<file path="config.mk">
export PLATFORM = sky130hd
export DESIGN_NAME = line_follow_pd_steering_core
export DESIGN_NICKNAME = d
export VERILOG_FILES = /design/src/design/lfpd_pkg.sv /design/src/design/line_follow_pd_steering_core.sv
export SDC_FILE = /design/constraint.sdc
export NUM_CORES = 2
export LEC_CHECK = 0
export BUFFER_PORTS_ARGS = -buffer_cell sky130_fd_sc_hd__buf_2
export CORE_MARGIN = 2
export CORE_UTILIZATION = 50
export CTS_BUF_LIST = sky130_fd_sc_hd__clkbuf_4
export CTS_CLUSTER_SIZE = 30
export DETAILED_ROUTE_END_ITERATION = 16
export PLACE_DENSITY = 0.75
export SYNTH_ARGS = -nofsm -noshare
export SYNTH_HDL_FRONTEND = slang
export SYNTH_SLANG_ARGS = --single-unit
</file>
<file path="constraint.sdc">
create_clock -name clk -period 13.5 [get_ports clk]
set_clock_uncertainty 0.2 [all_clocks]
set_input_delay 0.675 -clock clk [delete_from_list [all_inputs] [get_ports clk]]
set_output_delay 0.675 -clock clk [all_outputs]
set_load 0.005 [all_outputs]
</file>
<file path="src/design/lfpd_pkg.sv">
// ----------------------------------------------------------------------------
// lfpd_pkg: shared constants for the line follower pd steering core
// weights, tick counts, register indexes and direction codes with their widths
// ----------------------------------------------------------------------------
package lfpd_pkg;

  localparam int unsigned LOST_DELAY_TICKS = 3;
  localparam int unsigned LOST_RAMP_TICKS  = 16;
  localparam int unsigned RECOVER_TICKS    = 4;
  localparam int unsigned CROSS_HOLD_TICKS = 8;
  localparam int unsigned CROSS_MIN_COUNT  = 5;

  localparam logic [7:0] CENTER_BITS = 8'h18;

  // register indexes
  localparam logic [2:0] REG_KP_SOFT   = 3'd0;
  localparam logic [2:0] REG_KP_HARD   = 3'd1;
  localparam logic [2:0] REG_KD_GAIN   = 3'd2;
  localparam logic [2:0] REG_DEADBAND  = 3'd3;
  localparam logic [2:0] REG_MID_THR   = 3'd4;
  localparam logic [2:0] REG_HARD_THR  = 3'd5;
  localparam logic [2:0] REG_SPEED     = 3'd6;
  localparam logic [2:0] REG_SEARCH    = 3'd7;

  // last direction codes
  localparam logic [1:0] DIR_NONE  = 2'd0;
  localparam logic [1:0] DIR_LEFT  = 2'd1;
  localparam logic [1:0] DIR_RIGHT = 2'd2;

  // signed q4.8 sensor weight
  function automatic logic signed [12:0] weight(input logic [2:0] idx);
    logic signed [12:0] w;
    begin
      case (idx)
        3'd0: w = -13'sd2304;
        3'd1: w = -13'sd1280;
        3'd2: w = -13'sd640;
        3'd3: w = -13'sd256;
        3'd4: w = 13'sd256;
        3'd5: w = 13'sd640;
        3'd6: w = 13'sd1280;
        default: w = 13'sd2304;
      endcase
      return w;
    end
  endfunction

endpackage

</file>
<file path="src/design/line_follow_pd_steering_core.sv">
// ----------------------------------------------------------------------------
// line_follow_pd_steering_core: line follower pd steering controller
// eight-sensor scan and decision: straight and hold results are emitted, search
// results take ramp steps while ramping, the rest a 13-step divide, and pd results then kp
// and kd products on the shared multiplier and an output step; one request at a
// time, the next request is accepted from the cycle after the result is taken.
// synchronous active-low reset clears configuration, controller state, the fsm and output valid.
// ----------------------------------------------------------------------------
module line_follow_pd_steering_core #(
  parameter int unsigned LOST_DELAY_TICKS = lfpd_pkg::LOST_DELAY_TICKS,
  parameter int unsigned LOST_RAMP_TICKS  = lfpd_pkg::LOST_RAMP_TICKS,
  parameter int unsigned RECOVER_TICKS    = lfpd_pkg::RECOVER_TICKS,
  parameter int unsigned CROSS_HOLD_TICKS = lfpd_pkg::CROSS_HOLD_TICKS,
  parameter int unsigned CROSS_MIN_COUNT  = lfpd_pkg::CROSS_MIN_COUNT
) (
  input  logic               clk,
  input  logic               rst_n,
  input  logic               in_valid,
  output logic               in_stall,
  input  logic [7:0]         in_sensor_bits,
  output logic               out_valid,
  input  logic               out_stall,
  output logic signed [15:0] out_left_target,
  output logic signed [15:0] out_right_target,
  output logic signed [12:0] out_position_error,
  output logic               out_line_lost,
  input  logic               cfg_valid,
  output logic               cfg_ready,
  input  logic [2:0]         cfg_index,
  input  logic [63:0]        cfg_data
);

  typedef enum logic [3:0] {
    S_IDLE, S_SCAN, S_DECIDE, S_DIV, S_ERR, S_PD_KP, S_PD_KD, S_PD_OUT,
    S_RAMP_MUL, S_RAMP_DIV, S_RAMP_OUT, S_EMIT
  } state_t;

  localparam logic [7:0] DELAY_T = 8'(LOST_DELAY_TICKS);
  localparam logic [7:0] RAMP_T  = 8'(LOST_RAMP_TICKS);
  localparam logic [7:0] RECOV_T = 8'(RECOVER_TICKS);
  localparam logic [7:0] CROSS_T = 8'(CROSS_HOLD_TICKS);
  localparam logic [3:0] CMIN    = 4'(CROSS_MIN_COUNT);

  // reciprocal of the ramp tick count, exact for 24-bit magnitudes
  localparam int unsigned RAMP_SH = 24 + $clog2(LOST_RAMP_TICKS);
  localparam longint unsigned RECIP_L =
    ((64'd1 << RAMP_SH) + 64'(LOST_RAMP_TICKS) - 64'd1) / 64'(LOST_RAMP_TICKS);
  localparam logic [24:0] RECIP = 25'(RECIP_L);

  // configuration registers
  logic [15:0] kp_soft_r, kp_hard_r, kd_gain_r;
  logic [11:0] deadband_r, mid_thr_r, hard_thr_r;
  logic [63:0] speed_r;
  logic [47:0] search_r;

  // controller state
  logic signed [15:0] prev_err_r;
  logic [1:0]  last_dir_r;
  logic        fallback_r, lost_mode_r;
  logic [7:0]  delay_cnt_r, recover_cnt_r, ramp_cnt_r, cross_hold_r;

  // working registers
  state_t             state_r;
  logic [7:0]         bits_r;
  logic [3:0]         idx_r;
  logic [3:0]         count_r;
  logic signed [13:0] sum_r;
  logic [11:0]        rem_r;
  logic [12:0]        quo_r;
  logic [3:0]         div_cnt_r;
  logic signed [12:0] err_r;
  logic [11:0]        abs_r;
  logic signed [47:0] acc_r;
  logic signed [17:0] diff_r;
  logic               ramp_neg_r;
  logic [23:0]        ramp_mag_r;

  // output slot
  logic               out_valid_r;
  logic signed [15:0] left_r, right_r;
  logic signed [12:0] perr_r;
  logic               lost_r;

  logic signed [15:0] straight, mid_spd, hard_spd, srch_spd, srch_start, srch_end;
  logic [15:0]        limit;
  assign straight   = speed_r[15:0];
  assign mid_spd    = speed_r[31:16];
  assign hard_spd   = speed_r[47:32];
  assign limit      = speed_r[63:48];
  assign srch_spd   = search_r[15:0];
  assign srch_start = search_r[31:16];
  assign srch_end   = search_r[47:32];

  assign in_stall  = (state_r != S_IDLE) || out_valid_r;
  assign cfg_ready = 1'b1;
  assign out_valid = out_valid_r;
  assign out_left_target    = left_r;
  assign out_right_target   = right_r;
  assign out_position_error = perr_r;
  assign out_line_lost      = lost_r;

  // shared multiplier: one signed 26x26 product per cycle
  logic signed [25:0] mul_a, mul_b;
  logic signed [51:0] mul_p;
  assign mul_p = mul_a * mul_b;

  // divide step (restoring, magnitude)
  logic [12:0] rem_sh;
  logic [12:0] rem_sub;
  assign rem_sh  = {rem_r, quo_r[12]};
  assign rem_sub = rem_sh - {9'd0, count_r};

  logic search_pos;
  assign search_pos = (last_dir_r == lfpd_pkg::DIR_RIGHT) ? 1'b1 :
                      (last_dir_r == lfpd_pkg::DIR_LEFT) ? 1'b0 : fallback_r;

  // base speed select, rounding and clamp of the pd result
  logic signed [47:0] rnd;
  logic signed [31:0] steer;
  logic signed [17:0] base;
  logic signed [33:0] lsum, rsum, lim_p, lim_n, lcl, rcl;
  always_comb begin
    rnd   = (acc_r + 48'sd128) >>> 8;
    steer = rnd[31:0];
    if ({1'b0, abs_r} >= {1'b0, hard_thr_r}) base = 18'(hard_spd);
    else if (abs_r >= mid_thr_r) base = 18'(mid_spd);
    else base = 18'(straight);
    lsum  = 34'(base) + 34'(steer);
    rsum  = 34'(base) - 34'(steer);
    lim_p = {18'd0, limit};
    lim_n = -lim_p;
    lcl = (lsum > lim_p) ? lim_p : ((lsum < lim_n) ? lim_n : lsum);
    rcl = (rsum > lim_p) ? lim_p : ((rsum < lim_n) ? lim_n : rsum);
  end

  function automatic logic signed [15:0] sat16(input logic signed [33:0] v);
    if (v > 34'sd32767) return 16'sh7fff;
    if (v < -34'sd32768) return -16'sh8000;
    return v[15:0];
  endfunction

  // multiplier operand select
  always_comb begin
    mul_a = '0;
    mul_b = '0;
    unique case (state_r)
      S_PD_KP: begin
        mul_a = 26'(err_r);
        mul_b = (abs_r < mid_thr_r) ? $signed({10'd0, kp_soft_r}) :
                                      $signed({10'd0, kp_hard_r});
      end
      S_PD_KD: begin
        mul_a = 26'(err_r) - 26'(prev_err_r);
        mul_b = $signed({10'd0, kd_gain_r});
      end
      S_RAMP_MUL: begin
        mul_a = 26'(srch_end) - 26'(srch_start);
        mul_b = $signed({18'd0, ramp_cnt_r});
      end
      S_RAMP_DIV: begin
        mul_a = $signed({2'd0, ramp_mag_r});
        mul_b = $signed({1'b0, RECIP});
      end
      default: begin
        mul_a = '0;
        mul_b = '0;
      end
    endcase
  end

  // ramp quotient: magnitude times reciprocal, sign restored, truncates toward zero
  logic [16:0]        ramp_q;
  logic signed [17:0] ramp_qs;
  assign ramp_q  = mul_p[RAMP_SH +: 17];
  assign ramp_qs = ramp_neg_r ? -$signed({1'b0, ramp_q}) : $signed({1'b0, ramp_q});

  logic signed [12:0] quo_s;
  assign quo_s = sum_r[13] ? -$signed({1'b0, quo_r[11:0]}) : $signed({1'b0, quo_r[11:0]});

  always_ff @(posedge clk) begin
    if (!rst_n) begin
      kp_soft_r <= '0; kp_hard_r <= '0; kd_gain_r <= '0;
      deadband_r <= '0; mid_thr_r <= '0; hard_thr_r <= '0;
      speed_r <= '0; search_r <= '0;
      prev_err_r <= '0; last_dir_r <= lfpd_pkg::DIR_NONE; fallback_r <= 1'b0;
      lost_mode_r <= 1'b0; delay_cnt_r <= '0; recover_cnt_r <= '0;
      ramp_cnt_r <= '0; cross_hold_r <= '0;
      state_r <= S_IDLE;
      out_valid_r <= 1'b0;
    end else begin
      // configuration writes
      if (cfg_valid) begin
        unique case (cfg_index)
          lfpd_pkg::REG_KP_SOFT:  kp_soft_r  <= cfg_data[15:0];
          lfpd_pkg::REG_KP_HARD:  kp_hard_r  <= cfg_data[15:0];
          lfpd_pkg::REG_KD_GAIN:  kd_gain_r  <= cfg_data[15:0];
          lfpd_pkg::REG_DEADBAND: deadband_r <= cfg_data[11:0];
          lfpd_pkg::REG_MID_THR:  mid_thr_r  <= cfg_data[11:0];
          lfpd_pkg::REG_HARD_THR: hard_thr_r <= cfg_data[11:0];
          lfpd_pkg::REG_SPEED:    speed_r    <= cfg_data;
          lfpd_pkg::REG_SEARCH:   search_r   <= cfg_data[47:0];
          default: ;
        endcase
      end
      if (out_valid_r && !out_stall) out_valid_r <= 1'b0;

      unique case (state_r)
        S_IDLE: begin
          if (in_valid && !in_stall) begin
            bits_r  <= in_sensor_bits;
            idx_r   <= '0;
            count_r <= '0;
            sum_r   <= '0;
            state_r <= S_SCAN;
          end
        end
        // one sensor per cycle through the adder
        S_SCAN: begin
          if (bits_r[idx_r[2:0]]) begin
            count_r <= count_r + 4'd1;
            sum_r   <= sum_r + 14'(lfpd_pkg::weight(idx_r[2:0]));
          end
          if (idx_r == 4'd7) state_r <= S_DECIDE;
          idx_r <= idx_r + 4'd1;
        end
        S_DECIDE: begin
          if (count_r == 4'd0) begin
            logic [7:0] rc;
            rc = ramp_cnt_r;
            if (!lost_mode_r) begin
              lost_mode_r <= 1'b1;
              recover_cnt_r <= '0;
              rc = '0;
              ramp_cnt_r <= '0;
            end
            if (delay_cnt_r < DELAY_T) begin
              delay_cnt_r <= delay_cnt_r + 8'd1;
              left_r <= straight; right_r <= straight; perr_r <= '0; lost_r <= 1'b1;
              state_r <= S_EMIT;
            end else if (rc < RAMP_T) begin
              state_r <= S_RAMP_MUL;
            end else begin
              diff_r  <= 18'(srch_end);
              state_r <= S_RAMP_OUT;
            end
          end else if (count_r >= CMIN || cross_hold_r != 8'd0) begin
            if (count_r >= CMIN) cross_hold_r <= CROSS_T;
            else cross_hold_r <= cross_hold_r - 8'd1;
            prev_err_r <= '0;
            left_r <= straight; right_r <= straight; perr_r <= '0; lost_r <= 1'b0;
            state_r <= S_EMIT;
          end else if (lost_mode_r && recover_cnt_r < RECOV_T) begin
            recover_cnt_r <= recover_cnt_r + 8'd1;
            diff_r  <= 18'(srch_start);
            state_r <= S_RAMP_OUT;
          end else begin
            if (lost_mode_r) begin
              lost_mode_r <= 1'b0;
              recover_cnt_r <= '0;
              ramp_cnt_r <= '0;
            end
            delay_cnt_r <= '0;
            if ((bits_r & ~lfpd_pkg::CENTER_BITS) == 8'd0) begin
              prev_err_r <= '0;
              left_r <= straight; right_r <= straight; perr_r <= '0; lost_r <= 1'b0;
              state_r <= S_EMIT;
            end else begin
              rem_r     <= '0;
              quo_r     <= sum_r[13] ? 13'(-sum_r) : 13'(sum_r);
              div_cnt_r <= '0;
              state_r   <= S_DIV;
            end
          end
        end
        // restoring divide, one quotient bit per cycle
        S_DIV: begin
          if (!rem_sub[12]) begin
            rem_r <= rem_sub[11:0];
            quo_r <= {quo_r[11:0], 1'b1};
          end else begin
            rem_r <= rem_sh[11:0];
            quo_r <= {quo_r[11:0], 1'b0};
          end
          div_cnt_r <= div_cnt_r + 4'd1;
          if (div_cnt_r == 4'd12) state_r <= S_ERR;
        end
        // signed error, deadband check and direction memory
        S_ERR: begin
          err_r <= quo_s;
          abs_r <= quo_r[11:0];
          if (quo_r[11:0] <= deadband_r) begin
            prev_err_r <= '0;
            left_r <= straight; right_r <= straight; perr_r <= quo_s; lost_r <= 1'b0;
            state_r <= S_EMIT;
          end else begin
            last_dir_r <= quo_s[12] ? lfpd_pkg::DIR_LEFT : lfpd_pkg::DIR_RIGHT;
            fallback_r <= ~quo_s[12];
            state_r    <= S_PD_KP;
          end
        end
        S_PD_KP: begin
          acc_r   <= 48'(mul_p);
          state_r <= S_PD_KD;
        end
        S_PD_KD: begin
          acc_r   <= acc_r + 48'(mul_p);
          state_r <= S_PD_OUT;
        end
        S_PD_OUT: begin
          prev_err_r <= 16'(err_r);
          left_r  <= sat16(lcl);
          right_r <= sat16(rcl);
          perr_r  <= err_r;
          lost_r  <= 1'b0;
          state_r <= S_EMIT;
        end
        // ramp product, split into sign and magnitude; the ramp count advances
        S_RAMP_MUL: begin
          ramp_neg_r <= mul_p[51];
          ramp_mag_r <= mul_p[51] ? 24'(-mul_p) : 24'(mul_p);
          ramp_cnt_r <= ramp_cnt_r + 8'd1;
          state_r    <= S_RAMP_DIV;
        end
        S_RAMP_DIV: begin
          diff_r  <= 18'(srch_start) + ramp_qs;
          state_r <= S_RAMP_OUT;
        end
        S_RAMP_OUT: begin
          if (search_pos) begin
            left_r  <= sat16(34'(srch_spd) + 34'(diff_r));
            right_r <= sat16(34'(srch_spd) - 34'(diff_r));
          end else begin
            left_r  <= sat16(34'(srch_spd) - 34'(diff_r));
            right_r <= sat16(34'(srch_spd) + 34'(diff_r));
          end
          perr_r  <= '0;
          lost_r  <= 1'b1;
          state_r <= S_EMIT;
        end
        S_EMIT: begin
          out_valid_r <= 1'b1;
          state_r     <= S_IDLE;
        end
        default: state_r <= S_IDLE;
      endcase
    end
  end

endmodule

</file>
======== Word level (Yosys, flattened, before mapping) ========
Cells that the tools add are included.
word-level totals
  flip-flop bits (word level) ............. 474
  input bits .............................. 80
  word-level logic and storage cells ...... 367
operators by class
  add/sub/neg operators ................... 23
  $mul .................................... 1
  order comparisons ....................... 21
  equal/unequal tests ..................... 52
  multiplexer cells ....................... 183
  bitwise gates (word level) .............. 3
  reductions and logical operators ........ 49
operators with widths
  operator                 number
  $mux W16                 34
  $mux W13                 15
  $mux W18                 8
  $mux W34                 4
  $mux W8                  17
  $pmux W16 S4             2
  $pmux W26 S4             1
  $pmux W25 S4             1
  $pmux W48 S2             1
  $pmux W13 S7             1
  $gt A34 B16 Y1 const B   2
  $lt A33 B34 Y1           2
  $lt A34 B16 Y1 const B   2
  $gt A33 B17 Y1           2
  $mux W1                  61
  $mux W12                 5
  $mux W4                  14
  $mul A26 B26 Y52         1
  $pmux W13 S4             1
  $add A48 B48 Y48         1
  $pmux W16 S3             1
  $add A40 B9 Y40 const B  1
  $pmux W4 S10             1
  $gt A19 B16 Y1 const B   2
  67 further kinds         152

======== Depth between registers and ports, before layout ========
  word-level depth ........................ 17
  gate-level depth with buffers ........... 55
  mapped depth without buffers ............ 53

======== Worst setup path after synthesis ========
No wires, ideal clock.
  path type ............................... register to register
  from .................................... reg search_r[17]
  to ...................................... reg diff_r[17], data pin
  setup time .............................. 271 ps
  arrival ................................. 11457 ps
  setup slack ............................. 1572 ps
  stages on the path, launching flop included .. 51
  buffers on the path ..................... 1
  period minus slack after synthesis ...... 11928 ps
  path through ............................ dfxtp_1 inv_1 ha_1 nor2b_1 o21ai_0 a21boi_0 o21ai_0 a21boi_0 o21ai_0 a21oi_1 o41ai_1 o21ai_0 xor2_1 a211oi_1 nor2_1 fa_1 inv_1 fa_1 [... 15 more ...] clkbuf_1 a211oi_1 nand3_1 or3_1 nand2_1 xnor2_1 ha_1 and3_1 o211ai_1 nand3_1 o21ai_0 nand2_1 a21oi_1 o21ai_0 o41ai_1 xnor2_1 xnor2_1 a21oi_1
between the ends
  word-level cells in the longest chain between the ends .. 7
ends and longest elaborated chain
  what                    RTL line                             source
  from (decl)             line_follow_pd_steering_core.sv:54   logic [47:0] search_r;
  from (signal assigned)  line_follow_pd_steering_core.sv:201  lfpd_pkg::REG_SEARCH: search_r <= cfg_data[47:0];
  $sub A16 B16 Y17        line_follow_pd_steering_core.sv:157  mul_a = 26'(srch_end) - 26'(srch_start);
  $pmux W26 S4            line_follow_pd_steering_core.sv:146  unique case (state_r)
  $mul A26 B26 Y52        line_follow_pd_steering_core.sv:105  assign mul_p = mul_a * mul_b;
  $neg A17 Y18            line_follow_pd_steering_core.sv:175  assign ramp_qs = ramp_neg_r ? -$signed({1'b0, ramp_q}) : $signed({1'b0, ramp_q});
  $mux W18                line_follow_pd_steering_core.sv:175
  $add A16 B18 Y18 *      line_follow_pd_steering_core.sv:325  diff_r <= 18'(srch_start) + ramp_qs;
  $pmux W18 S2 *          line_follow_pd_steering_core.sv:207  unique case (state_r)
  to (signal assigned)    line_follow_pd_steering_core.sv:243  diff_r <= 18'(srch_end);
  to (signal assigned)    line_follow_pd_steering_core.sv:254  diff_r <= 18'(srch_start);
  to (signal assigned)    line_follow_pd_steering_core.sv:325
  to (decl)               line_follow_pd_steering_core.sv:74   logic signed [17:0] diff_r;
Every way passes the cells marked *; elsewhere a longest branch is shown, timed or not.
A chain may end at the register's enable or synchronous reset.

======== Worst setup path after layout ========
  from .................................... reg err_r[0]
  to ...................................... reg diff_r[16], data pin
between the ends
  word-level cells in the longest chain between the ends .. 7
ends and longest elaborated chain
  what                    RTL line                             source
  from (decl)             line_follow_pd_steering_core.sv:71   logic signed [12:0] err_r;
  from (signal assigned)  line_follow_pd_steering_core.sv:289  err_r <= quo_s;
  $sub A13 B16 Y17        line_follow_pd_steering_core.sv:153  mul_a = 26'(err_r) - 26'(prev_err_r);
  $pmux W26 S4 *          line_follow_pd_steering_core.sv:146
  $mul A26 B26 Y52 *      line_follow_pd_steering_core.sv:105
  $neg A17 Y18            line_follow_pd_steering_core.sv:175
  $mux W18 *              line_follow_pd_steering_core.sv:175
  $add A16 B18 Y18 *      line_follow_pd_steering_core.sv:325
  $pmux W18 S2 *          line_follow_pd_steering_core.sv:207
Marked as above.

==> metrics.md <==
| Metric | Value |
|---|---|
| Post-synthesis adder-cell area fraction | 29.6% |
| Vias | 47600 |
| TritonCTS clock tree | done |
| Hpwl dp | 131000 um |
| Synth Area per Inst | 8.18 sq um |
| Reg2reg start | err_r[0] |
| EDFF count, synth | 205 |
| Cell count after placement | 7784 |
| Compound-Gate Fraction of Synth Area | 16.9% |
| Count of TritonRoute iterations in the first routing pass | 7 |
| Initial antenna violation count | 6 |
| Global Route Usage Sum | 30.0% |
| Hold path start | cfg_index[1] |
| Pin count of the biggest net entering global routing | 92 |
| Count leader, synth | inv_1 |
| Num rows | 119 |
| First-pass GRT wire length | 256000 um |
| Simple-gate share of the synthesized area | 18.2% |
| CTS Buf Count | 116 |
| Die footprint | 0.108 sq mm |
| Clock Latency Late Sink | 940 ps |
| Initial core utilization | 50.2% |
| DR WL/cell | 20.4 um |
| Synth area leader | fa_1 |
| Worst slew pin tran | 1320 ps |
| Max-slew violations | 0 |
| Number of I/O port buffers | 127 |
| Hold Path Class | in2reg |
| Hold path depth | 5 |
| Mux contribution to synthesized area | 1.08% |
| H-tree lvl count | 3 |
| Clk sinks | 453 |
| Post-DP Area | 0.0549 sq mm |
| Die Wd | 329 um |
| Final core occ | 54.7% |
| Xor and xnor area share after synthesis | 4.84% |
| Synth Register Bits | 453 |
| Vias in the first global route | 46200 |
| CTS clk-pin slew, worst paths | 80 ps |
| Worst slew margin | 11.5% |
| Pwr Density | 72.2 mW/mm^2 |
| Critical path data arrival time | 13280 ps |
| Power Total | 4.14 mW |
| Fin area | 0.0574 sq mm |
| Final hold violation count | 0 |
| Endpoint class of the critical path | register |
| Layout cells sized above 1 | 8.29% |
| Sequential area share after synthesis | 21.1% |
| Gr ovfl total | 0 |
| Synth area leaders | fa_1 (17%), ha_1 (13%), edfxtp_1 (12%), dfxtp_1 (9.4%), inv_1 (6.2%) |
| Min-Delay Endpoint | mid_thr_r[9] |
| Critical Path RT | 13940 ps |
| # DRC | 0 |
| CP dominant cell by count | fa_1 |
| Most used DFF post-synth | dfxtp_1 |
| Fraction of registers with async set/reset | 0% |
| Total routed wirelength | 165000 um |
| Worst VDD drop | 0.0853 mV |
| Root buffer cell | clkbuf_4 |
| Io pins | 129 |
| Worst-path maximum fanout | 19 |
| Area growth from synthesis to layout | 9.00% |
| Status | completed |
| Crit Path Category | reg2reg |
| ANT nets after route | 0 |
| Netlist cell types | 100 |
| Fmax achieved | 77.9 MHz |
| Slowest stage delay, CP | 540 ps |
| Clock buffer depth | 3 |
| Cell Area, Synth | 0.0527 sq mm |
| Avg Vias per Cell | 5.89 |
| R2R Path End | diff_r[16] |
| Final period utilization | 95.1% |
| CP max-delay cell | fa_1 |
| Placer congestion estimate | 1.03 |
| Non-Filler Instances | 8077 |
| Area of the core | 0.105 sq mm |
| Post-Synthesis Cells | 6441 |
| Final Critical Period | 12830 ps |
| Combinational family with the most area after synthesis | adder cells |
| Max-cap viol count | 0 |
| Top cell type's share of synthesized area | 16.8% |
| Most frequent cells after synthesis | inv_1 (869), nand2_1 (857), nor2_1 (569) |
| Startpoint types | register |
| R2r setup slk | 670 ps |
| Number of DRC markers in iteration 0 | 4816 |
| R2R cell count | 50 |
| # nets final | 7654 |
| Final setup violation count | 0 |
| Yosys warnings | 0 |
| P_leak | 25.7 nW |
| Height of the die | 329 um |
[worst max path at each step]
| stage | startpoint | to | slack, ps | depth (start not counted) |
|---|---|---|---|---|
| 2_1_floorplan | search_r[17] | diff_r[17] | 1570 | 50 |
| 3_3_place_gp | search_r[32] | diff_r[16] | 550 | 51 |
| 3_5_place_dp | search_r[32] | diff_r[16] | 340 | 51 |
| 4_1_cts | search_r[32] | diff_r[16] | 260 | 51 |
| 5_1_grt | search_r[32] | diff_r[16] | -70 | 51 |
| 6_report | err_r[0] | diff_r[16] | 670 | 50 |
[cells in the final DEF, fill, tap and decap left out, types with 57 or more instances in the layout]
cell type      count
a21o_1            99
xnor2_1          181
fa_1             440
buf_2            127
xor2_1           108
inv_1            869
nor2_1           561
buf_4             99
dlygate4sd3_1     75
a21oi_1          486
and3_1            91
nand3_1          112
nor2b_1           57
nand2_1          856
o21ai_0          251
ha_1             541
edfxtp_1         205
nand2b_1          74
clkbuf_4         166
nor3_1           107
dfxtp_1          247
[sequential cells by signal, indices dropped and copies added, names as in the netlist, 11 cells and up]
signal	count
out_position_error	13
quo_r	13
err_r	13
abs_r	11
kp_hard_r	16
search_r	48
speed_r	64
out_left_target	16
hard_thr_r	12
diff_r	18
prev_err_r	13
out_right_target	16
deadband_r	12
mid_thr_r	12
rem_r	12
kp_soft_r	16
kd_gain_r	16
acc_r	40
ramp_mag_r	24
[metal layers]
metal	global-route usage, %	wire length [um]
met5	0	42
met2	48.3	74600
met1	39.9	68100
met3	4.49	13900
met4	14.0	8570
[logic make-up after synthesis]
group | count (synthesis)
multiplexers | 53
AND/OR/NAND/NOR | 2125
AO/OA/AOI/OAI | 1386
adder cells (fa/ha/maj) | 982
XOR/XNOR | 291
other | 2
buffers and inverters | 1149
flip-flops | 453
[critical path: cells and delay by family (launching register included)]
kind	cells	cell delay, ps
compound gates	25	5270
fa+ha+maj	12	5180
simple gates	4	570
flops	1	390
buf+inv	8	820
xor+xnor	1	140
[metrics by stage]
stage	TNS [ps]	hold slack, ps	worst slack (ps)
2_1_floorplan	0	233	1570
3_3_place_gp	0	240	553
3_5_place_dp	0	246	345
4_1_cts	0	67.9	257
5_1_grt	-71.2	159	-71.2
6_report	0	151	667
[power breakdown]
part | internal [mW] | total [mW] | leakage, nW | switching [mW]
combinational | 0.455 | 1.30 | 20.9 | 0.842
clock | 0.611 | 1.23 | 0.896 | 0.618
sequential | 1.54 | 1.62 | 3.92 | 0.0787
total | 2.60 | 4.14 | 25.7 | 1.54
[layout make-up]
class | instances | area (sq um)
flip-flops and latches | 453 | 11100
inverters | 873 | 3280
clock inverters | 43 | 273
clock buffers | 166 | 1250
multi-input cells | 4842 | 37500
diodes | 3 | 7.51
repair buffers | 306 | 2230
well taps | 1391 | 1740
fillers | 9544 | 47500
[timing repair]
action	in CTS	in global routing
setup endpoints to repair	0	8
buffers inserted	0	4
hold buffers	75	0
resized for setup	0	29
hold endpoints to repair	210	0
Note: power is estimated with default switching activity, not from simulation.
